===== config.mk =====
export PLATFORM = sky130hd
export DESIGN_NAME = smdc_cell
export DESIGN_NICKNAME = d
export VERILOG_FILES = /design/src/rtl/core/sliding_median_deviation_cost_assert.svh /design/src/rtl/core/smdc_pkg.sv /design/src/rtl/core/smdc_cell.sv
export SDC_FILE = /design/constraint.sdc
export NUM_CORES = 1
export LEC_CHECK = 0
export ABC_AREA = 1
export BUFFER_PORTS_ARGS = -buffer_cell sky130_fd_sc_hd__buf_2
export CELL_PAD_IN_SITES_DETAIL_PLACEMENT = 0
export CELL_PAD_IN_SITES_GLOBAL_PLACEMENT = 1
export CORE_MARGIN = 5
export CORE_UTILIZATION = 39
export DETAILED_ROUTE_END_ITERATION = 8
export PLACE_DENSITY = 0.95
export SYNTH_ARGS = -nofsm -noshare
export SYNTH_HDL_FRONTEND = slang
export SYNTH_SLANG_ARGS = --single-unit

===== constraint.sdc =====
create_clock -name clk -period 3.4 [get_ports clk]
set_input_delay 0.34 -clock clk [delete_from_list [all_inputs] [get_ports clk]]
set_output_delay 0.34 -clock clk [all_outputs]
set_load 0.005 [all_outputs]

===== src/rtl/core/sliding_median_deviation_cost_assert.svh =====
// assertion macros for the sliding median deviation cost block
// used by the top level only, no other dependencies
`ifndef SLIDING_MEDIAN_DEVIATION_COST_ASSERT_SVH
`define SLIDING_MEDIAN_DEVIATION_COST_ASSERT_SVH

// same-cycle implication, disabled during reset
`define SMDC_ASSERT_NOW(label, clk, rst_n, ante, cons, msg) \
  label: assert property (@(posedge clk) disable iff (!rst_n) (ante) |-> (cons)) \
    else $error(msg);

// next-cycle implication, disabled during reset
`define SMDC_ASSERT_NEXT(label, clk, rst_n, ante, cons, msg) \
  label: assert property (@(posedge clk) disable iff (!rst_n) (ante) |=> (cons)) \
    else $error(msg);

`endif


===== src/rtl/core/smdc_pkg.sv =====
// shared constants and types for the sliding median deviation cost block
// no dependencies
package smdc_pkg;

  localparam int MAX_WINDOW_DEF  = 32;
  localparam int SAMPLE_BITS_DEF = 16;
  localparam int CFG_BITS        = 6;
  localparam int WINDOW_RESET    = 8;

  typedef struct packed {
    logic ins;
    logic del;
    logic dev;
  } cell_op_t;

  typedef enum logic [1:0] {
    ST_IDLE,
    ST_MED,
    ST_DEV,
    ST_SUM
  } state_t;

endpackage


===== src/rtl/core/smdc_cell.sv =====
// one slot of the sorted window: value, age and absolute deviation
// depends on smdc_pkg
module smdc_cell #(
  parameter int SAMPLE_BITS = 16,
  parameter int AGE_BITS    = 5
) (
  input  logic                          clk,
  input  smdc_pkg::cell_op_t            op,
  input  logic                          occ,
  input  logic                          at_fill,
  input  logic signed [SAMPLE_BITS-1:0] new_val,
  input  logic signed [SAMPLE_BITS-1:0] med_val,
  input  logic [AGE_BITS-1:0]           del_age,
  input  logic                          left_gt,
  input  logic signed [SAMPLE_BITS-1:0] left_val,
  input  logic [AGE_BITS-1:0]           left_age,
  input  logic signed [SAMPLE_BITS-1:0] right_val,
  input  logic [AGE_BITS-1:0]           right_age,
  input  logic                          shift_in,
  output logic signed [SAMPLE_BITS-1:0] val,
  output logic [AGE_BITS-1:0]           age,
  output logic                          gt,
  output logic                          shift_out,
  output logic [SAMPLE_BITS-1:0]        dev
);
  import smdc_pkg::*;

  logic signed [SAMPLE_BITS-1:0] val_r;
  logic [AGE_BITS-1:0]           age_r;
  logic [SAMPLE_BITS-1:0]        dev_r;
  logic signed [SAMPLE_BITS:0]   diff;
  logic [SAMPLE_BITS:0]          diff_abs;
  logic                          hit;

  always_comb begin
    gt        = occ && (val_r > new_val);
    hit       = occ && (age_r == del_age);
    shift_out = shift_in | hit;
    diff      = {val_r[SAMPLE_BITS-1], val_r} - {med_val[SAMPLE_BITS-1], med_val};
    diff_abs  = diff[SAMPLE_BITS] ? (-diff) : diff;
  end

  always_ff @(posedge clk) begin
    if (op.ins) begin
      if (left_gt) begin
        val_r <= left_val;
        age_r <= left_age + AGE_BITS'(1);
      end else if (gt || at_fill) begin
        val_r <= new_val;
        age_r <= '0;
      end else begin
        age_r <= age_r + AGE_BITS'(1);
      end
    end else if (op.del && shift_out) begin
      val_r <= right_val;
      age_r <= right_age;
    end
    if (op.dev) begin
      dev_r <= occ ? diff_abs[SAMPLE_BITS-1:0] : '0;
    end
  end

  assign val = val_r;
  assign age = age_r;
  assign dev = dev_r;

endmodule


# == Yosys cells after proc, flatten, opt, wreduce, memory -nomap -nowiden ==
# Cells that the tools add are included.
# totals
reg_bits,37
inputBits,87
output_inout_bits,39
# op_classes
n_lt_le_gt_ge,1
n_addsub,4
eq_ne,2
bitwise_logic,1
n_mux,9
reduce_logical,6
# ops
operator,n
16-bit two-way mux,5
5-bit two-way mux,4
16-bit by 16-bit subtractor with 17-bit output,1
16-bit > comparator,1
16-bit negation,1
5-bit by 1-bit adder with 5-bit output (second input constant),2
5-bit equality test,1
1-bit logical AND,3
3-bit by 1-bit inequality test with 1-bit output (second input constant),1
2-bit AND reduction,1
2-bit nonzero test,1
1-bit logical OR,1
1-bit OR,1

# == Longest topological paths before layout ==
# Gate-level depths: netlist (run 1).
# depth
depth_word,6
ltp_mapped,17
depth_no_buf,17

# == Worst setup path before layout (run 1) ==
# OpenSTA, ideal clock, no wires.
# synth_path
kind,register to register
start,register val_r[0] (netlist: val[0])
end,"register dev_r[12] (netlist: dev[12]), data pin"
arrival_ps,2164
synth_period_minus_slack_ps,2419
required_ps,3145
setup_ps,255
path_stages_with_launch,18
path_slack_ps,981
cell_sequence,edfxtp_1 -> inv_1 -> ha_1 -> inv_1 -> fa_1 -> inv_1 -> ha_1 -> inv_1 -> nor2_4 -> nand3_2 -> nor2_2 -> nand2_2 -> nor2_4 -> nand2_2 -> nand2_4 -> nand3_1 -> nand2_1 -> nor2_1
# synth_via
elab_chain_len,3
# synth_rtl
element,line_no,text
from (decl),smdc_cell.sv:28,logic signed [SAMPLE_BITS-1:0] val_r;
from (signal assigned),smdc_cell.sv:46,val_r <= left_val;
from (signal assigned),smdc_cell.sv:49,val_r <= new_val;
from (signal assigned),smdc_cell.sv:55,val_r <= right_val;
16-bit by 16-bit subtractor with 17-bit output *,smdc_cell.sv:39,"diff = {val_r[SAMPLE_BITS-1], val_r} - {med_val[SAMPLE_BITS-1], med_val};"
16-bit negation,smdc_cell.sv:40,diff_abs = diff[SAMPLE_BITS] ? (-diff) : diff;
16-bit two-way mux *,smdc_cell.sv:40,
to (signal assigned),smdc_cell.sv:59,dev_r <= occ ? diff_abs[SAMPLE_BITS-1:0] : '0;
to (decl),smdc_cell.sv:30,logic [SAMPLE_BITS-1:0] dev_r;
# Every way passes the cells marked *; elsewhere a longest branch is shown, timed or not.
# A chain may end at the register's enable or synchronous reset.

# == Final worst setup path (run 1) ==
# layout_path
start,register val_r[1] (netlist: val[1])
end,register val_r[10] (netlist: val[10]) (enable)
# layout_via
elab_chain_len,5
# layout_rtl
element,line_no,text
16-bit > comparator,smdc_cell.sv:36,gt = occ && (val_r > new_val);
1-bit logical AND,smdc_cell.sv:36,
1-bit logical OR,smdc_cell.sv:48,end else if (gt || at_fill) begin
3-bit by 1-bit inequality test with 1-bit output (no line),n/a,
2-bit AND reduction (no line),n/a,
# No other way between the ends.

==> results of run 1 <==
## sequential cells by signal (all words and copies together), names as in the netlist
register  flops
val          16
age           5
dev          16
## worst max-delay path: cells and delay by family (launching register included)
| family | cells | cell delay [ns] |
|---|---|---|
| simple gates | 7 | 0.77 |
| flops | 1 | 0.49 |
| compound gates | 2 | 0.31 |
| fa+ha+maj | 1 | 0.34 |
| buf+inv | 1 | 0.48 |
## metal layers
layer / GRT usage (%) / vias up / wire length [um]
met5: 0 / - / 0
met2: 32.0 / 111 / 5260
met1: 20.8 / 1747 / 4290
met3: 3.29 / 8 / 641
li1: - / 2064 / -
met4: 2.49 / 0 / 63
## cell families (layout without fill, tap and decap cells)
kind of cell,count (synthesis),count (layout),share of synthesized area [%]
simple gates,279,279,33.9
flops,37,37,28.7
xor+xnor,6,6,1.36
compound gates,93,93,12.9
fa+ha+maj,36,36,11.8
buf+inv,113,238,11.4
## final cells by class
class | count | area share [%]
clock buffer | 5 | 1.46
timing repair buffer | 127 | 13.6
inverter | 103 | 8.20
clock inverter | 3 | 0.372
multi-input combinational | 414 | 49.3
sequential | 37 | 23.6
tap | 133 | 3.53
## power by group through the flow
stage          logic (mW)  registers, mW  clock network [mW]
2_1_floorplan       0.563          0.621                   0
3_3_place_gp        0.769          0.620                   0
3_5_place_dp        0.787          0.623                   0
4_1_cts             0.791          0.613               0.315
5_1_grt             0.897          0.618               0.335
6_report            0.785          0.612               0.306
## cell usage after synthesis, types with 3 or more instances
library cell    n  share of area, %
a21oi_1        34               4.4
edfxtp_1       37                29
clkbuf_1        6              0.58
nand3_2        10               2.6
ha_1           35                11
nand3_1        26               3.4
nor2_2          5              0.81
inv_1          99               9.6
nor2_1         57               5.5
nand2_2        18               2.9
inv_2           4              0.39
nand2_4         4               1.2
xor2_1          5               1.1
o21ai_0        39               5.0
a21oi_2         4              0.90
a21o_1          3              0.58
o21ai_1         7              0.90
nand4_1         6              0.97
nand2_1       139                13
nand3b_1        4              0.77
## through the flow
stage / setup slack, ns / util, % / instance area, um^2 / total power [mW]
after detailed placement: 0.602 / 47.6 / 4630 / 1.41
final: 0.623 / 48.5 / 4710 / 1.70
after CTS: 0.582 / 48.5 / 4710 / 1.72
after global routing: 0.421 / 48.5 / 4710 / 1.85
after global placement: 0.694 / 47.6 / 4630 / 1.39
after floorplan: 0.981 / - / 3880 / 1.18
## worst max path at each step
stage	start	endpoint	slack, ns	cells past startpoint
floorplan	val[0]	dev[12]	0.98	17
global placement	val[1]	val[10]	0.69	11
detailed placement	val[1]	val[10]	0.60	11
CTS	val[1]	val[10]	0.58	11
global route	val[1]	val[10]	0.42	11
finish	val[1]	val[10]	0.62	11
==> impl_metrics.tcl, run 1 <==
set metrics [dict create \
    p_switching_uw 682 \
    timing.rr.end "val[10]" \
    holdWs_ns 0.311 \
    routabilityCongestion 0.893 \
    p_seq_share_pct 35.9 \
    p_leak_nw 2.55 \
    ctsResizeCount 0 \
    vias_per_cell 4.78 \
    period_share_pct 81.7 \
    power.share.clock_pct 18.0 \
    clk_latency_ns 0.30 \
    reg2reg_slack_ns 0.62 \
    r2r_cells 11 \
    syn_avg_cell_area_um2 6.87 \
    grt_max_degree 26 \
    hp-start "right_val[3]" \
    antenna_cells 0 \
    synth.distinct_cells 35 \
    cts_tree "done" \
    setup_viol 0 \
    first_iter_violations 122 \
    root_buffer "clkbuf_8" \
    power_frac_comb_pct 46.1 \
    ff_latch_area_um2 1110 \
    drive_gt1_share_pct 26.9 \
    synth_edf_count 37 \
    switching_share_pct 40.0 \
    grt_pass1_vias 3738 \
    arrival_ns 2.71 \
    worstPathCellList "ha_1 > a21oi_1 > o21ai_0 > nand2_1 > nand2_1 > nand2_1 > nand3_1 > nand3_1 > nand4_1 > nand2_1 > inv_1" \
    postSynth.asyncResetShare_pct 0 \
    drc_errors 0 \
    postCtsHoldBufs 0 \
    post_cts_buffers 0 \
    core_area_um2 9730 \
    r2r-start "val[1]" \
    status "finished clean" \
    cp-start-kind "flip-flop" \
    numPortBuffers 125 \
    hold_depth 3 \
    synth-warning-count 0 \
    grt_remaining_overflow 0 \
    final_nets 811 \
    cap_violations 0 \
    cts_buffer_depth 2 \
    fmax_mhz 360 \
    cts_buffers 5 \
    post-dp-hpwl_mm 8.82 \
    fillCellCount 1024 \
    worst_pin_slew_ns 0.649 \
    intPower_mw 1.02 \
    ys_ff_latch 37 \
    cp_slowest_cell "edfxtp_1" \
    worst_path_largest_cell_delay_ns 0.49 \
    final_cell_mix "139 x nand2_1, 125 x buf_2, 99 x inv_1" \
    final_hold_viol_count 0 \
    die_h_um 110 \
    hold_end "val[3]" \
    syn_to_final_growth_pct 21.6 \
    powerDensity_nw_per_um2 361 \
    grt_usage_pct 17.2 \
    min_period_ns 2.78 \
    post_drt_wl_per_cell_um 12.5 \
    multi_input_area_um2 2320 \
    fin_skew_ns 0.0168 \
    cp_common_cell "nand2_1" \
    vias 3930 \
    drt_wl_total_mm 10.3 \
    layout_commonest_cell "nand2_1" \
    syn_area_um2 3880 \
    worstPathRequired_ns 3.33 \
    relSlewSlack_pct 56.7 \
    crit_type "flip-flop to flip-flop" \
    grt_pass1_wl_mm 16.6 \
    crit_path_end_kind "flip-flop" \
    clkSinkCount 37 \
    setup_tns_ns 0 \
    ant_nets 0 \
    drv_slew 0 \
    htree_levels 2 \
    final_cells 822 \
    crit_fanout 16 \
    rsz0062_at_grt "false" \
    synthFlopType "edfxtp_1" \
    max-vdd-ir-drop_mv 0.159 \
    die_area_um2 12000 \
    clk_pin_slew_ns 0.09 \
    synthCells 564 \
    yosysSeqAreaShare_pct 28.7 \
    fp-row-count 36 \
    ios 126 \
    die_width_um 110 \
    holdCritPathClass "input pin to flip-flop" \
    dr.pass1.iters 5 \
    floorplan.initialDensity_pct 39.8 \
    antenna_found_initial 0 \
    placed_cells 814 \
    synth_nets 687 \
]
Note: power is estimated with default switching activity, not from simulation.
==> run 2, diff against run 1 <==
--- a/config.mk
+++ b/config.mk
@@ -5,14 +5,14 @@
 export SDC_FILE = /design/constraint.sdc
 export NUM_CORES = 1
 export LEC_CHECK = 0
-export ABC_AREA = 1
+export ABC_AREA = 0
 export BUFFER_PORTS_ARGS = -buffer_cell sky130_fd_sc_hd__buf_2
 export CELL_PAD_IN_SITES_DETAIL_PLACEMENT = 0
 export CELL_PAD_IN_SITES_GLOBAL_PLACEMENT = 1
 export CORE_MARGIN = 5
-export CORE_UTILIZATION = 39
+export CORE_UTILIZATION = 37
 export DETAILED_ROUTE_END_ITERATION = 8
-export PLACE_DENSITY = 0.95
+export PLACE_DENSITY = 0.9
 export SYNTH_ARGS = -nofsm -noshare
 export SYNTH_HDL_FRONTEND = slang
 export SYNTH_SLANG_ARGS = --single-unit
==> constraint.sdc (replaced) <==
create_clock -name clk -period 2.62 [get_ports clk]
set_input_delay 0.262 -clock clk [delete_from_list [all_inputs] [get_ports clk]]
set_output_delay 0.262 -clock clk [all_outputs]
set_load 0.005 [all_outputs]
==> run 2 against run 1 <==
- the run now ends with negative setup slack left
- clock power is 32% higher
- setup slack worse by 1.3 ns
- non-clock buffer count is 73 higher
- critical path type unchanged
- largest cell class unchanged
- largest power group unchanged
==> impl_metrics.tcl, run 2 <==
set metrics [dict create \
    grt_pass1_vias 3481 \
    vias_per_cell 4.98 \
    crit_type "flip-flop to flip-flop" \
    postCtsHoldBufs 0 \
    yosys-top-cells-count "42 x inv_1, 37 x edfxtp_1, 35 x ha_1" \
    final_hold_viol_count 0 \
    dr.pass1.iters 4 \
    powerDensity_nw_per_um2 491 \
    floorplan.initialDensity_pct 37.3 \
    drt_wl_total_mm 9.46 \
    grt_max_degree 31 \
    grt_remaining_overflow 0 \
    drc_errors 0 \
    synth.largest_area_cell "edfxtp_1" \
    grt_usage_pct 16.7 \
    htree_levels 2 \
    drv_slew 0 \
    final_cell_mix "124 x buf_2, 61 x buf_4, 38 x inv_1" \
    finalPower_mw 2.53 \
    yosysMostFrequentCell "inv_1" \
    ant_nets 0 \
    r2r_cells 12 \
    synth-warning-count 0 \
    final_nets 691 \
    placed_cell_area_um2 4620 \
    switching_share_pct 34.8 \
    power_frac_comb_pct 52.8 \
    violations "negative setup slack" \
    power.share.clock_pct 15.9 \
    syn_avg_cell_area_um2 9.11 \
    fin_skew_ns 0.0115 \
    cap_violations 0 \
    p_leak_nw 2.48 \
    numPortBuffers 125 \
    relSlewSlack_pct 62.8 \
    antenna_cells 0 \
    setup_viol 37 \
    cts_buffer_depth 2 \
    clk_pin_slew_ns 0.08 \
    ios 126 \
    p_switching_uw 881 \
    synthCells 373 \
    root_buffer "clkbuf_8" \
    yosysSeqAreaShare_pct 32.7 \
    ys_ff_latch 37 \
    antenna_found_initial 0 \
    min_period_ns 3.27 \
    layout_commonest_cell "buf_2" \
    setup_tns_ns -16.48 \
    post-dp-hpwl_mm 7.47 \
    status "complete, but fails checks" \
    max-vdd-ir-drop_mv 0.202 \
    clkSinkCount 37 \
    core_area_um2 9110 \
    worstPathRequired_ns 2.67 \
    ys_top_cells_by_area "edfxtp_1 33%, ha_1 13%, xnor2_1 4.9%" \
    die_width_um 106 \
    die_area_um2 11200 \
    postSynth.asyncResetShare_pct 0 \
    grt_pass1_wl_mm 15.3 \
    synth_edf_count 37 \
    die_h_um 106 \
    crit_fanout 3 \
    drive_gt1_share_pct 45.3 \
    arrival_ns 3.32 \
    synth.distinct_cells 49 \
    cts_buffers 5 \
    rsz0062_at_grt "true" \
    netlist.area_leader.share_pct 32.7 \
    synth_nets 496 \
    fmax_mhz 306 \
    routabilityCongestion 0.866 \
    vias 3384 \
    crit_path_end_kind "flip-flop" \
    first_iter_violations 94 \
    worst_pin_slew_ns 0.558 \
    holdCritPathClass "input pin to flip-flop" \
    cp-start-kind "flip-flop" \
    post_drt_wl_per_cell_um 13.9 \
    intPower_mw 1.65 \
    p_seq_share_pct 31.3 \
    final_area_um2 5160 \
    cts_tree "done" \
    synthFlopType "edfxtp_1" \
    syn_area_um2 3400 \
    syn_to_final_growth_pct 52.0 \
    clk_latency_ns 0.30 \
    hold_depth 3 \
    setup_ws_ns -0.645 \
    fp-row-count 35 \
    period_share_pct 125 \
]
-- run 2: layer usage --
layer | routed length, um | track usage (%)
met3 | 437 | 2.94
met4 | 208 | 5.18
met2 | 5030 | 32.1
met5 | 0 | 0
met1 | 3790 | 18.5
-- run 2: area by class of cell --
type / instances / area (um^2)
multi-input combinational: 282 / 2370
fill: 812 / 3950
sequential: 37 / 1110
clock inverter: 3 / 16.3
timing repair buffer: 200 / 1300
inverter: 42 / 158
tap: 111 / 139
clock buffer: 5 / 68.8
-- run 2: logic make-up (layout without fill, tap and decap cells) --
logic type / after synthesis / after routing / synth area share (%)
and+or+nand+nor: 106 / 106 / 16.4
xor gates and xnor gates: 31 / 31 / 7.99
buffers and inverters: 54 / 250 / 6.22
muxes: 16 / 16 / 4.71
AOI/OAI and AO/OA: 93 / 93 / 18.5
DFF: 37 / 37 / 32.7
adders and majority gates: 36 / 36 / 13.5
-- run 2: final timing paths --
path | startpoint | end | slack [ns]
min reg2reg | age[4] | age[4] | 0.76
max reg2reg | val[0] | dev[15] | -0.65
min | right_age[2] | age[2] | 0.25
max | val[0] | dev[15] | -0.65
-- run 2: power by group through the flow --
stage,clock [mW],sequential (mW),combinational (mW)
final,0.403,0.793,1.34
after global routing,0.434,0.802,1.47
after CTS,0.414,0.794,1.25
after detailed placement,0,0.807,1.11
after global placement,0,0.802,1.08
after floorplan,0,0.813,0.660
-- run 2: critical path, cell delays in order, from the launching register on --
cell and delay [ns]:
edfxtp_1 0.41, inv_2 0.10, ha_4 0.13, inv_2 0.03, fa_2 0.34, a21o_1 0.22, a221oi_2 0.32, xor2_1 0.27
nand3b_1 0.15, or4b_4 0.58, o41ai_4 0.23, xnor2_1 0.10, and2_1 0.14
-- run 2: stage by stage --
stage / utilization [%] / hold WS [ns] / instances / setup WS, ns
6_report: 56.7 / 0.250 / 680 / -0.645
5_1_grt: 56.7 / 0.260 / 680 / -0.758
4_1_cts: 54.8 / 0.248 / 675 / -0.611
3_5_place_dp: 50.7 / 0.563 / 654 / -0.604
3_3_place_gp: 50.7 / 0.560 / 654 / -0.503
2_1_floorplan: - / 0.374 / 373 / -0.504
-- run 2: repair_timing --
action | CTS | global route
buffers inserted | 15 | 5
cloned | 2 | 0
gates resized for setup | 37 | 24
endpoints found under the setup margin | 37 | 37
pin swaps | 18 | 19
