===== config.mk =====
export PLATFORM = sky130hd
export DESIGN_NAME = smdc_sum_tree
export DESIGN_NICKNAME = d
export VERILOG_FILES = /design/src/rtl/core/sliding_median_deviation_cost_assert.svh /design/src/rtl/core/smdc_pkg.sv /design/src/rtl/core/smdc_sum_tree.sv
export SDC_FILE = /design/constraint.sdc
export NUM_CORES = 1
export LEC_CHECK = 0
export BUFFER_PORTS_ARGS = -buffer_cell sky130_fd_sc_hd__buf_2
export CORE_MARGIN = 4
export CORE_UTILIZATION = 55
export DETAILED_ROUTE_END_ITERATION = 16
export PLACE_DENSITY_LB_ADDON = 0.15
export SLEW_MARGIN = 20
export SYNTH_ARGS = -nofsm -noshare
export SYNTH_HDL_FRONTEND = slang
export SYNTH_SLANG_ARGS = --single-unit

===== constraint.sdc =====
create_clock -name clk -period 3.09 [get_ports clk]
set_input_delay 0.4635 -clock clk [delete_from_list [all_inputs] [get_ports clk]]
set_output_delay 0.4635 -clock clk [all_outputs]
set_load 0.005 [all_outputs]

===== src/rtl/core/sliding_median_deviation_cost_assert.svh =====
// assertion macros for the sliding median deviation cost block
// used by the top level only, no other dependencies
`ifndef SLIDING_MEDIAN_DEVIATION_COST_ASSERT_SVH
`define SLIDING_MEDIAN_DEVIATION_COST_ASSERT_SVH

// same-cycle implication, disabled during reset
`define SMDC_ASSERT_NOW(label, clk, rst_n, ante, cons, msg) \
  label: assert property (@(posedge clk) disable iff (!rst_n) (ante) |-> (cons)) \
    else $error(msg);

// next-cycle implication, disabled during reset
`define SMDC_ASSERT_NEXT(label, clk, rst_n, ante, cons, msg) \
  label: assert property (@(posedge clk) disable iff (!rst_n) (ante) |=> (cons)) \
    else $error(msg);

`endif


===== src/rtl/core/smdc_pkg.sv =====
// shared constants and types for the sliding median deviation cost block
// no dependencies
package smdc_pkg;

  localparam int MAX_WINDOW_DEF  = 32;
  localparam int SAMPLE_BITS_DEF = 16;
  localparam int CFG_BITS        = 6;
  localparam int WINDOW_RESET    = 8;

  typedef struct packed {
    logic ins;
    logic del;
    logic dev;
  } cell_op_t;

  typedef enum logic [1:0] {
    ST_IDLE,
    ST_MED,
    ST_DEV,
    ST_SUM
  } state_t;

endpackage


===== src/rtl/core/smdc_sum_tree.sv =====
// registered binary adder tree summing the per-slot deviations
// depends on smdc_pkg
module smdc_sum_tree #(
  parameter int LEAVES   = 32,
  parameter int IN_BITS  = 16,
  parameter int OUT_BITS = 21
) (
  input  logic                clk,
  input  logic [IN_BITS-1:0]  leaf [LEAVES],
  output logic [OUT_BITS-1:0] sum
);
  import smdc_pkg::*;

  localparam int LEVELS = $clog2(LEAVES);
  localparam int P      = 1 << LEVELS;

  logic [OUT_BITS-1:0] ext [P];

  for (genvar i = 0; i < P; i++) begin : g_ext
    if (i < LEAVES) begin : g_used
      assign ext[i] = OUT_BITS'(leaf[i]);
    end else begin : g_pad
      assign ext[i] = '0;
    end
  end

  if (LEVELS == 0) begin : g_flat
    assign sum = ext[0];
  end else begin : g_tree
    logic [OUT_BITS-1:0] node_r [1:P-1];
    for (genvar n = 1; n < P; n++) begin : g_node
      logic [OUT_BITS-1:0] lhs;
      logic [OUT_BITS-1:0] rhs;
      if (2 * n >= P) begin : g_leafs
        assign lhs = ext[2*n-P];
        assign rhs = ext[2*n+1-P];
      end else begin : g_inner
        assign lhs = node_r[2*n];
        assign rhs = node_r[2*n+1];
      end
      always_ff @(posedge clk) begin
        node_r[n] <= lhs + rhs;
      end
    end
    assign sum = node_r[1];
  end

endmodule


**Word level (Yosys, flattened, before mapping)**

Memories as Yosys holds them, arrays and structs flattened.
Index checks and enable logic that the tools add are counted.

- Register bits: 0
- Memory bits (writable): 651
- Output and inout port bits: 21
- Logic and storage cells: 32
- Memories kept: 1

Memories:

| memory | words | bits a word | rd ports | clocked after memory_dff | write ports | line | text |
|---|---|---|---|---|---|---|---|
| g_tree.node_r | 31 | 21 | 31 | 0 | 31 | smdc_sum_tree.sv:30 | `logic [OUT_BITS-1:0] node_r [1:P-1];` |

- $add $sub $neg: 31

Operators with widths:

| operator | count |
|---|---|
| adder 21 bit | 15 |
| adder 16 x 16 -> 17 bit | 16 |

**Logic depth before layout (Yosys ltp)**

Gate-level depths: netlist of the first run.
An unclocked memory read counts as a cell.

- Word-level depth: 2
- Gate-level depth with buffers: 11

**Least setup slack after synthesis of the first run**

OpenSTA, ideal clock, no wires.

- Path kind: in2reg
- Start point: input port leaf[64] (netlist name)
- End point: register g_tree.node_r[1][289] (netlist name)
- Data arrival time: 2569 ps
- Data required time: 2967 ps
- Setup slack: 397 ps
- Cell stages on the path: 10
- Path buffers: 0
- Path through: ha_1 fa_1 a21oi_1 o21ai_1 o41a_2 nand3_1 a21oi_1 a2111oi_2 o2bb2ai_2 o21ai_0

RTL lines:

| item | line | text |
|---|---|---|
| start: declaration | smdc_sum_tree.sv:9 | `input logic [IN_BITS-1:0] leaf [LEAVES],` |

==> results of run 1 <==
-- metal layers --
layer | vias to the layer above | global-route usage, % | share of wire [%]
met1 | 11700 | 30.6 | 49
met3 | 89 | 3.11 | 4.9
met5 | - | 0 | 0
li1 | 13600 | - | -
met2 | 548 | 36.3 | 45
met4 | 0 | 5.03 | 1.5
-- final cells by class --
cell class	count	area (um^2)	share of cell area (%)
clock buffers	75	1640	4.26
clock inverters	27	388	1.01
inverters	119	447	1.16
multi-input cells	2746	21400	55.4
flip-flops and latches	553	11100	28.7
well taps	773	967	2.51
repair buffers	538	2710	7.01
-- logic make-up (layout without fill, tap and decap cells) --
group / Yosys count / in the layout / synth area share (%)
DFF: 553 / 553 / 33.6
muxes: 4 / 4 / 0.122
AOI/OAI and AO/OA: 1061 / 1061 / 21.6
buffers and inverters: 131 / 759 / 1.49
and+or+nand+nor: 702 / 702 / 10.1
adders and majority gates: 553 / 553 / 21.7
xor gates and xnor gates: 426 / 426 / 11.3
-- critical path: cells and delay by family, from the launching register on --
kind | cells | cell delay (ns)
and+or+nand+nor | 2 | 0.17
buffers and inverters | 1 | 0.07
AOI/OAI and AO/OA | 6 | 1.50
DFF | 1 | 0.34
adders and majority gates | 2 | 0.41
-- stage by stage --
step	instance area [um^2]	utilization [%]	setup slack (ns)
floorplan	32900	-	0.397
global placement	36600	61.8	0.0798
detailed placement	36600	61.8	0.0214
CTS	38600	65.3	0.385
global route	38600	65.3	0.162
finish	38600	65.3	0.384
-- worst max-delay path by stage --
stage / from / endpoint / depth (start not counted)
floorplan: leaf[64] / g_tree.node_r[1][289] / 10
global placement: leaf[352] / g_tree.node_r[1][100] / 11
detailed placement: leaf[480] / g_tree.node_r[1][16] / 11
CTS: g_tree.node_r[1][0] / g_tree.node_r[0][184] / 11
global route: g_tree.node_r[1][0] / g_tree.node_r[0][184] / 11
finish: g_tree.node_r[0][189] / g_tree.node_r[0][102] / 11
-- Yosys cell counts (18+ instances only) --
library cell	instances	area, um^2
nor2_1	234	878
fa_1	31	621
nor3_1	59	295
a21oi_1	337	1690
o21ai_0	186	931
nand3_1	47	235
dfxtp_1	553	11100
nand4_1	27	169
o211ai_1	19	143
ha_1	522	6530
nor2b_1	44	275
xor2_1	108	946
o21bai_1	64	480
o21ai_1	18	90.1
a31oi_1	19	119
xnor2_1	318	2790
o21a_1	60	450
nand2b_1	51	319
inv_1	119	447
a21o_1	160	1200
a211oi_1	21	158
nand2_1	164	616
-- report_power, final --
group	internal (W)	switching, W
clock	0.00448	0.00279
combinational	0.00933	0.0111
sequential	0.0102	0.00119
total	0.0240	0.0151
==> impl_metrics.env, run 1 <==
export IMPL_grt_setup_unrepaired="no"
export IMPL_clk_latency_ns=0.61
export IMPL_vdd_ir_drop_max_v=0.000494
export IMPL_finalNonFillerCells=4831
export IMPL_setup_viol=0
export IMPL_cp_slowest_stage_delay_ns=0.54
export IMPL_dp_cells=4729
export IMPL_clockBufferDepth=3
export IMPL_rows=89
export IMPL_hold_end="g_tree.node_r[1][315]"
export IMPL_mostFrequentLayoutCell="dfxtp_1"
export IMPL_grt_antenna_before_repair=1
export IMPL_track_usage_pct=21.9
export IMPL_drc=0
export IMPL_reg2reg_to="g_tree.node_r[0][102]"
export IMPL_synthArstFlopShare_pct=0
export IMPL_maxSlewHeadroom_pct=56.3
export IMPL_reg_top3="g_tree.node_r: 553 flops"
export IMPL_hold_viol=0
export IMPL_start_kind="flop"
export IMPL_regMostFlops="g_tree.node_r"
export IMPL_holdBufCountCts=0
export IMPL_post_cts_resized=0
export IMPL_slew_viol_final=0
export IMPL_tightest_slew_ns=0.639
export IMPL_first_pass_iters=5
export IMPL_r2r_start="g_tree.node_r[0][189]"
export IMPL_skew_ns=0.0195
export IMPL_grt_max_degree=16
export IMPL_min_from="leaf[16]"
export IMPL_synth_edf_count=0
export IMPL_num_nets_final=5080
export IMPL_drtIter0Drc=1087
export IMPL_grt_overflow_total=0
export IMPL_diodes=0
export IMPL_syn_inst=3430
export IMPL_grt_pass1_wl_um=118000
export IMPL_via_count=25900
export IMPL_wl_per_cell_um=15.0
export IMPL_ys_warn_count=0
export IMPL_port_buffers=533
export IMPL_worstHoldPathType="in -> reg"
export IMPL_drv_cap=0
export IMPL_finalPower_w=0.0390
export IMPL_final_cell_mix="dfxtp_1 (553), buf_2 (533), ha_1 (522)"
export IMPL_core_area_um2=59100
export IMPL_arrival_ns=3.10
export IMPL_avgSynthCellArea_um2=9.60
export IMPL_cp_slowest_cell="o41ai_1"
export IMPL_die_h_um=253
export IMPL_synth_cell_types=80
export IMPL_syn_area_um2=32900
export IMPL_drive_above_1_share_pct=17.8
export IMPL_cts_sinks=553
export IMPL_areaGrowthSynthToFinish_pct=17.2
export IMPL_root_buffer="clkbuf_16"
export IMPL_grt_pass1_vias=25200
export IMPL_post_cts_buffers=0
export IMPL_powerDensity_nw_per_um2=1010
export IMPL_die_w_um=253
export IMPL_synthFlopType="dfxtp_1"
export IMPL_crit_path_end_kind="flop"
export IMPL_cp_max_fo=2
export IMPL_syn_nets=4496
export IMPL_r2r_setup_slack_ns=0.38
export IMPL_total_leakage_power_nw=18.2
export IMPL_htreeDepth=2
export IMPL_fillers=4955
export IMPL_clk_pin_slew_ns=0.06
export IMPL_worstPathCellList="ha_1, inv_1, fa_1, nor2b_1, o21a_1, o21ai_0, a21oi_1, nand3_1, a21oi_1, o41ai_1, o21ai_0"
export IMPL_pin_count=534
export IMPL_viasPerCell=5.37
export IMPL_holdPathStages=2
export IMPL_die_area_um2=63900
export IMPL_drt_wl_total_um=72700
export IMPL_synth_seq_area_share_pct=33.6
export IMPL_path_class="reg -> reg"
export IMPL_dp_hpwl_um=59600
export IMPL_largest_register_ff_count=553
export IMPL_tns_ns=0
export IMPL_fin_crit_sh_pct=87.6
export IMPL_synth_seq_cells=553
export IMPL_place_gp_congestion=0.892
export IMPL_start_util_pct=55.7
export IMPL_status="finished clean"
export IMPL_holdWs_ns=0.0719
export IMPL_cts_made_buffers=56
export IMPL_ant_nets=0
export IMPL_crit_required_ns=3.48
export IMPL_cts_tree="built"
export IMPL_min_period_ns=2.71
export IMPL_worstRegToRegCells=11
export IMPL_fmax_mhz=370
No activity file was read; power rests on OpenSTA's default activity.
==> inputs of run 2 (changes only) <==
CELL_PAD_IN_SITES_DETAIL_PLACEMENT = 2   (was unset)
CELL_PAD_IN_SITES_GLOBAL_PLACEMENT = 2   (was unset)
CORE_UTILIZATION = 36   (was 55)
SLEW_MARGIN = unset   (was 20)
==> run 2 against run 1 <==
Effect of this change:
- flip-flop and latch count stayed put
- combinational power is 5% higher
- sequential share of layout area is 0.58 points lower
- critical path type unchanged
==> impl_metrics.env, run 2 (same netlist as run 1, synthesis figures left out) <==
export IMPL_utilization_pct=43.6
export IMPL_post_cts_resized=0
export IMPL_grt_setup_unrepaired="no"
export IMPL_cp_max_fo=3
export IMPL_die_area_um2=96400
export IMPL_dp_hpwl_um=78500
export IMPL_drtIter0Drc=804
export IMPL_finalPower_w=0.0408
export IMPL_post_cts_buffers=0
export IMPL_die_h_um=310
export IMPL_slew_viol_final=0
export IMPL_cp_slowest_cell="xor2_1"
export IMPL_hold_viol=0
export IMPL_r2r_setup_slack_ns=0.29
export IMPL_fin_crit_sh_pct=90.7
export IMPL_drt_wl_total_um=95600
export IMPL_drc=0
export IMPL_crit_path_end_kind="flop"
export IMPL_holdBufCountCts=0
export IMPL_maxSlewHeadroom_pct=52.6
export IMPL_powerDensity_nw_per_um2=1040
export IMPL_cts_made_buffers=67
export IMPL_grt_max_degree=15
export IMPL_min_period_ns=2.80
export IMPL_setup_viol=0
export IMPL_place_area_um2=37100
export IMPL_largest_register_ff_count=553
export IMPL_areaGrowthSynthToFinish_pct=19.6
export IMPL_final_cell_mix="dfxtp_1 (553), buf_2 (533), ha_1 (522)"
export IMPL_port_buffers=533
export IMPL_clockBufferDepth=3
export IMPL_first_pass_iters=5
export IMPL_path_class="reg -> reg"
export IMPL_via_count=27200
export IMPL_rows=110
export IMPL_total_leakage_power_nw=18.4
export IMPL_clk_latency_ns=0.61
export IMPL_ant_nets=0
export IMPL_dp_cells=5143
export IMPL_cpLargestDelayFamily="compound AO/OA/AOI/OAI gates"
export IMPL_htreeDepth=3
export IMPL_arrival_ns=3.25
export IMPL_cts_sinks=553
export IMPL_cts_tree="built"
export IMPL_drv_cap=0
export IMPL_skew_ns=0.0273
export IMPL_pin_count=534
export IMPL_track_usage_pct=19.4
export IMPL_path_buf_inv=0
export IMPL_reg_top3="g_tree.node_r: 553 flops"
export IMPL_regMostFlops="g_tree.node_r"
export IMPL_seq_area_um2=11100
export IMPL_start_util_pct=36.4
export IMPL_tightest_slew_ns=0.703
export IMPL_place_gp_congestion=0.809
export IMPL_crit_required_ns=3.54
export IMPL_worstPathCellList="ha_1, a21o_1, a21oi_1, o21ai_0, o41a_1, a21oi_1, o31a_1, o21ai_0, xor2_1"
export IMPL_vdd_ir_drop_max_v=0.000439
export IMPL_grt_overflow_total=0
export IMPL_start_kind="flop"
export IMPL_grt_antenna_before_repair=6
export IMPL_die_w_um=310
export IMPL_multi_input_area_um2=21400
export IMPL_mostFrequentLayoutCell="dfxtp_1"
export IMPL_cp_slowest_stage_delay_ns=0.44
export IMPL_viasPerCell=5.17
export IMPL_fmax_mhz=357
export IMPL_fillers=9936
export IMPL_clk_pin_slew_ns=0.06
export IMPL_holdWs_ns=0.0758
export IMPL_status="finished clean"
export IMPL_root_buffer="clkbuf_16"
export IMPL_worstHoldPathType="in -> reg"
export IMPL_fin_area_um2=39400
export IMPL_grt_pass1_wl_um=153000
export IMPL_finalNonFillerCells=5264
export IMPL_num_nets_final=5102
export IMPL_grt_pass1_vias=30000
export IMPL_wl_per_cell_um=18.2
export IMPL_drive_above_1_share_pct=18.3
export IMPL_core_area_um2=90400
==> run 2: cell types whose count changed in the layout (fill, tap and decap cells not counted) <==
| cell | before | now |
|---|---|---|
| clkbuf_16 | 57 | 69 |
| buf_4 | 5 | 16 |
| bufinv_16 | 9 | 3 |
| clkbuf_1 | 3 | 8 |
| clkinv_2 | 9 | 14 |
| clkinv_8 | 0 | 4 |
| diode_2 | 0 | 3 |
| inv_6 | 3 | 0 |
| clkbuf_8 | 15 | 17 |
| clkinvlp_4 | 5 | 3 |
| clkinv_4 | 1 | 0 |
==> run 2: path summary, 6_finish.rpt <==
kind	from	endpoint	cells after the start
hold reg to reg	g_tree.node_r[0][315]	g_tree.node_r[0][147]	1
setup reg to reg	g_tree.node_r[0][43]	g_tree.node_r[0][38]	9
setup / recovery	g_tree.node_r[0][43]	g_tree.node_r[0][38]	9
hold / removal	leaf[80]	g_tree.node_r[1][273]	2
==> run 2: routing by layer <==
layer  global-route usage [%]  routed length, um
met1                     25.0              44300
met3                     3.22               3620
met5                        0                 20
met2                     34.3              46100
met4                     4.04               1610
==> run 2: stage by stage <==
| step | setup WS (ns) | TNS, ns |
|---|---|---|
| floorplan | 0.397 | 0 |
| global placement | 0.0489 | 0 |
| detailed placement | -0.0300 | -0.0438 |
| CTS | 0.285 | 0 |
| global route | 0.0506 | 0 |
| finish | 0.288 | 0 |
==> run 2: cell type report <==
class,count,area share (%)
multi-input combinational,2746,54.2
tap,1176,3.74
clock inverter,24,0.629
antenna,3,0.0191
inverter,119,1.13
clock buffer,94,5.05
sequential,553,28.1
timing repair buffer,549,7.08
==> run 2: worst register-to-register path, stage by stage (launching register included) <==
cell and delay, ns:
dfxtp_1 0.34, ha_1 0.30, a21o_1 0.16, a21oi_1 0.24, o21ai_0 0.23, o41a_1 0.39
a21oi_1 0.26, o31a_1 0.19, o21ai_0 0.10, xor2_1 0.44
==> run 2: power by group <==
part	switching [W]	leakage (nW)	internal (W)
logic	0.0120	12.6	0.00945
clock network	0.00312	1.11	0.00475
registers	0.00132	4.66	0.0102
total	0.0164	18.4	0.0244
==> inputs of run 3 (changes only) <==
ABC_AREA = 1   (was unset)
CORE_UTILIZATION = 33   (was 36)
GPL_TIMING_DRIVEN = 0   (was unset)
==> run 3 against run 2 <==
Effect of this change:
- core utilization shrank 4.4 points
- via count grew 45%
- clock skew shrank 0.011 ns
- flip-flop and latch count is the same
- hold slack lost 0.030 ns
- critical path type unchanged
- final area grew 17%
- clock power grew 7.4%
- die area grew 29%
- total power grew 9.3%
- wire length grew 47%
- register-to-register slack gained 0.69 ns
- critical path depth shrank 2
- critical endpoint is now g_tree.node_r[0][29]
==> impl_metrics.env, run 3 <==
export IMPL_status="finished clean"
export IMPL_track_usage_pct=22.1
export IMPL_tightest_slew_ns=0.484
export IMPL_synth_top_area_cell="dfxtp_1"
export IMPL_tns_ns=0
export IMPL_synth_cell_types=29
export IMPL_areaGrowthSynthToFinish_pct=17.8
export IMPL_port_buffers=533
export IMPL_clkPwrFrac_pct=18.9
export IMPL_hold_viol=0
export IMPL_total_leakage_power_nw=25.2
export IMPL_holdBufCountCts=0
export IMPL_wl_per_cell_um=17.7
export IMPL_clk_pin_slew_ns=0.06
export IMPL_path_class="reg -> reg"
export IMPL_drtIter0Drc=1196
export IMPL_synth_seq_area_share_pct=28.2
export IMPL_htreeDepth=3
export IMPL_first_pass_iters=5
export IMPL_dp_cells=7803
export IMPL_switching_share_pct=47.3
export IMPL_regMostFlops="g_tree.node_r"
export IMPL_synth_common_cells="nand2_1 (1791), inv_1 (663), dfxtp_1 (553)"
export IMPL_yosys_area_top_type_share_pct=28.2
export IMPL_setup_viol=0
export IMPL_rows=126
export IMPL_drc=0
export IMPL_post_cts_buffers=0
export IMPL_num_nets_final=7405
export IMPL_synth_seq_cells=553
export IMPL_post_cts_resized=0
export IMPL_switching_power_w=0.0211
export IMPL_die_w_um=353
export IMPL_synthTopCellsByArea="dfxtp_1 (28%), nand2_1 (17%), ha_1 (17%)"
export IMPL_synth_edf_count=0
export IMPL_synthFlopType="dfxtp_1"
export IMPL_drv_cap=0
export IMPL_arrival_ns=2.59
export IMPL_pin_count=534
export IMPL_fmax_mhz=473
export IMPL_die_h_um=353
export IMPL_fin_crit_sh_pct=68.5
export IMPL_crit_path_end_kind="flop"
export IMPL_power_frac_comb_pct=55.5
export IMPL_start_util_pct=33.3
export IMPL_die_area_um2=125000
export IMPL_place_gp_congestion=0.847
export IMPL_cts_sinks=553
export IMPL_mostFrequentLayoutCell="nand2_1"
export IMPL_ant_nets=0
export IMPL_clk_latency_ns=0.63
export IMPL_drt_wl_total_um=140000
export IMPL_finalNonFillerCells=7934
export IMPL_skew_ns=0.0165
export IMPL_largest_register_ff_count=553
export IMPL_fillers=14400
export IMPL_dpl_worst_slack_ns=0.899
export IMPL_reg_top3="g_tree.node_r: 553 flops"
export IMPL_worstHoldPathType="in -> reg"
export IMPL_power_frac_seq_pct=25.6
export IMPL_cts_made_buffers=70
export IMPL_start_kind="flop"
export IMPL_vdd_ir_drop_max_v=0.000438
export IMPL_clockBufferDepth=3
export IMPL_via_count=39500
export IMPL_grt_setup_unrepaired="no"
export IMPL_syn_area_um2=39300
export IMPL_cp_max_fo=4
export IMPL_maxSlewHeadroom_pct=67.6
export IMPL_syn_inst=5734
export IMPL_yosysMostFrequentCell="nand2_1"
export IMPL_grt_max_degree=14
export IMPL_powerDensity_nw_per_um2=964
export IMPL_grt_antenna_before_repair=3
export IMPL_viasPerCell=4.98
export IMPL_grt_pass1_vias=44000
export IMPL_avgSynthCellArea_um2=6.85
export IMPL_slew_viol_final=0
export IMPL_internal_power_w=0.0235
export IMPL_grt_overflow_total=0
export IMPL_synthArstFlopShare_pct=0
export IMPL_grt_pass1_wl_um=227000
export IMPL_crit_required_ns=3.56
export IMPL_root_buffer="clkbuf_16"
export IMPL_cts_tree="built"
export IMPL_final_cell_mix="nand2_1 (1791), inv_1 (663), dfxtp_1 (553)"
export IMPL_syn_nets=6800
export IMPL_ys_warn_count=0
export IMPL_core_area_um2=118000
export IMPL_fin_ws_ns=0.974
export IMPL_drive_above_1_share_pct=12.2
export IMPL_dp_hpwl_um=119000
export IMPL_min_period_ns=2.12
==> run 3: per-layer routing <==
metal  track usage, %  vias up  share of wire (%)
met2             39.3      527                 48
met4             5.50        2                2.2
met1             28.1    19000                 47
met5                0        -             0.0050
met3             2.87      151                3.2
li1                 -    19900                  -
==> run 3: path summary, 6_finish.rpt <==
check	start	endpoint	slack (ns)	cells past startpoint
min reg2reg	g_tree.node_r[1][273]	g_tree.node_r[0][294]	0.45	1
max reg2reg	g_tree.node_r[0][42]	g_tree.node_r[0][29]	0.97	7
min	leaf[464]	g_tree.node_r[1][21]	0.05	2
max	g_tree.node_r[0][42]	g_tree.node_r[0][29]	0.97	7
==> run 3: stage by stage <==
stage	utilization, %	instance area [um^2]	hold slack (ns)	power [W]
6_report	39.2	46300	0.0454	0.0446
5_1_grt	39.2	46200	0.0209	0.0491
4_1_cts	39.2	46200	0.0000923	0.0453
3_5_place_dp	37.1	43900	0.437	0.0362
3_3_place_gp	37.1	43900	0.428	0.0352
2_1_floorplan	-	39300	0.420	0.0279
==> run 3: area by class of cell <==
cell class	instances	area [um^2]	share of cell area (%)
repair buffers	533	2670	5.77
inverters	666	2500	5.40
multi-input cells	4515	25700	55.5
clock inverters	30	335	0.725
clock buffers	97	2060	4.45
diodes	4	10.0	0.0216
flip-flops and latches	553	11100	23.9
well taps	1536	1920	4.15
==> run 3: power by group through the flow <==
stage	Clock (W)	Combinational [W]	Sequential (W)
after CTS	0.00875	0.0251	0.0115
after global routing	0.00909	0.0284	0.0116
after floorplan	0	0.0172	0.0107
after global placement	0	0.0237	0.0115
after detailed placement	0	0.0247	0.0116
final	0.00845	0.0247	0.0114
==> run 3: logic make-up after synthesis <==
| kind of cell | Yosys count | synth area share [%] |
|---|---|---|
| buffers and inverters | 666 | 6.37 |
| flip-flops | 553 | 28.2 |
| AO/OA/AOI/OAI | 753 | 10.3 |
| XOR/XNOR | 221 | 4.93 |
| adder cells (fa/ha/maj) | 553 | 18.2 |
| AND/OR/NAND/NOR | 2988 | 32.0 |
==> run 3: critical path, stage by stage (launching register included) <==
cell and delay (ns):
dfxtp_1 0.30, ha_1 0.26, fa_1 0.47, nand3_1 0.12
nand3_1 0.12, nand2_1 0.09, nand2_1 0.17, xor2_1 0.42
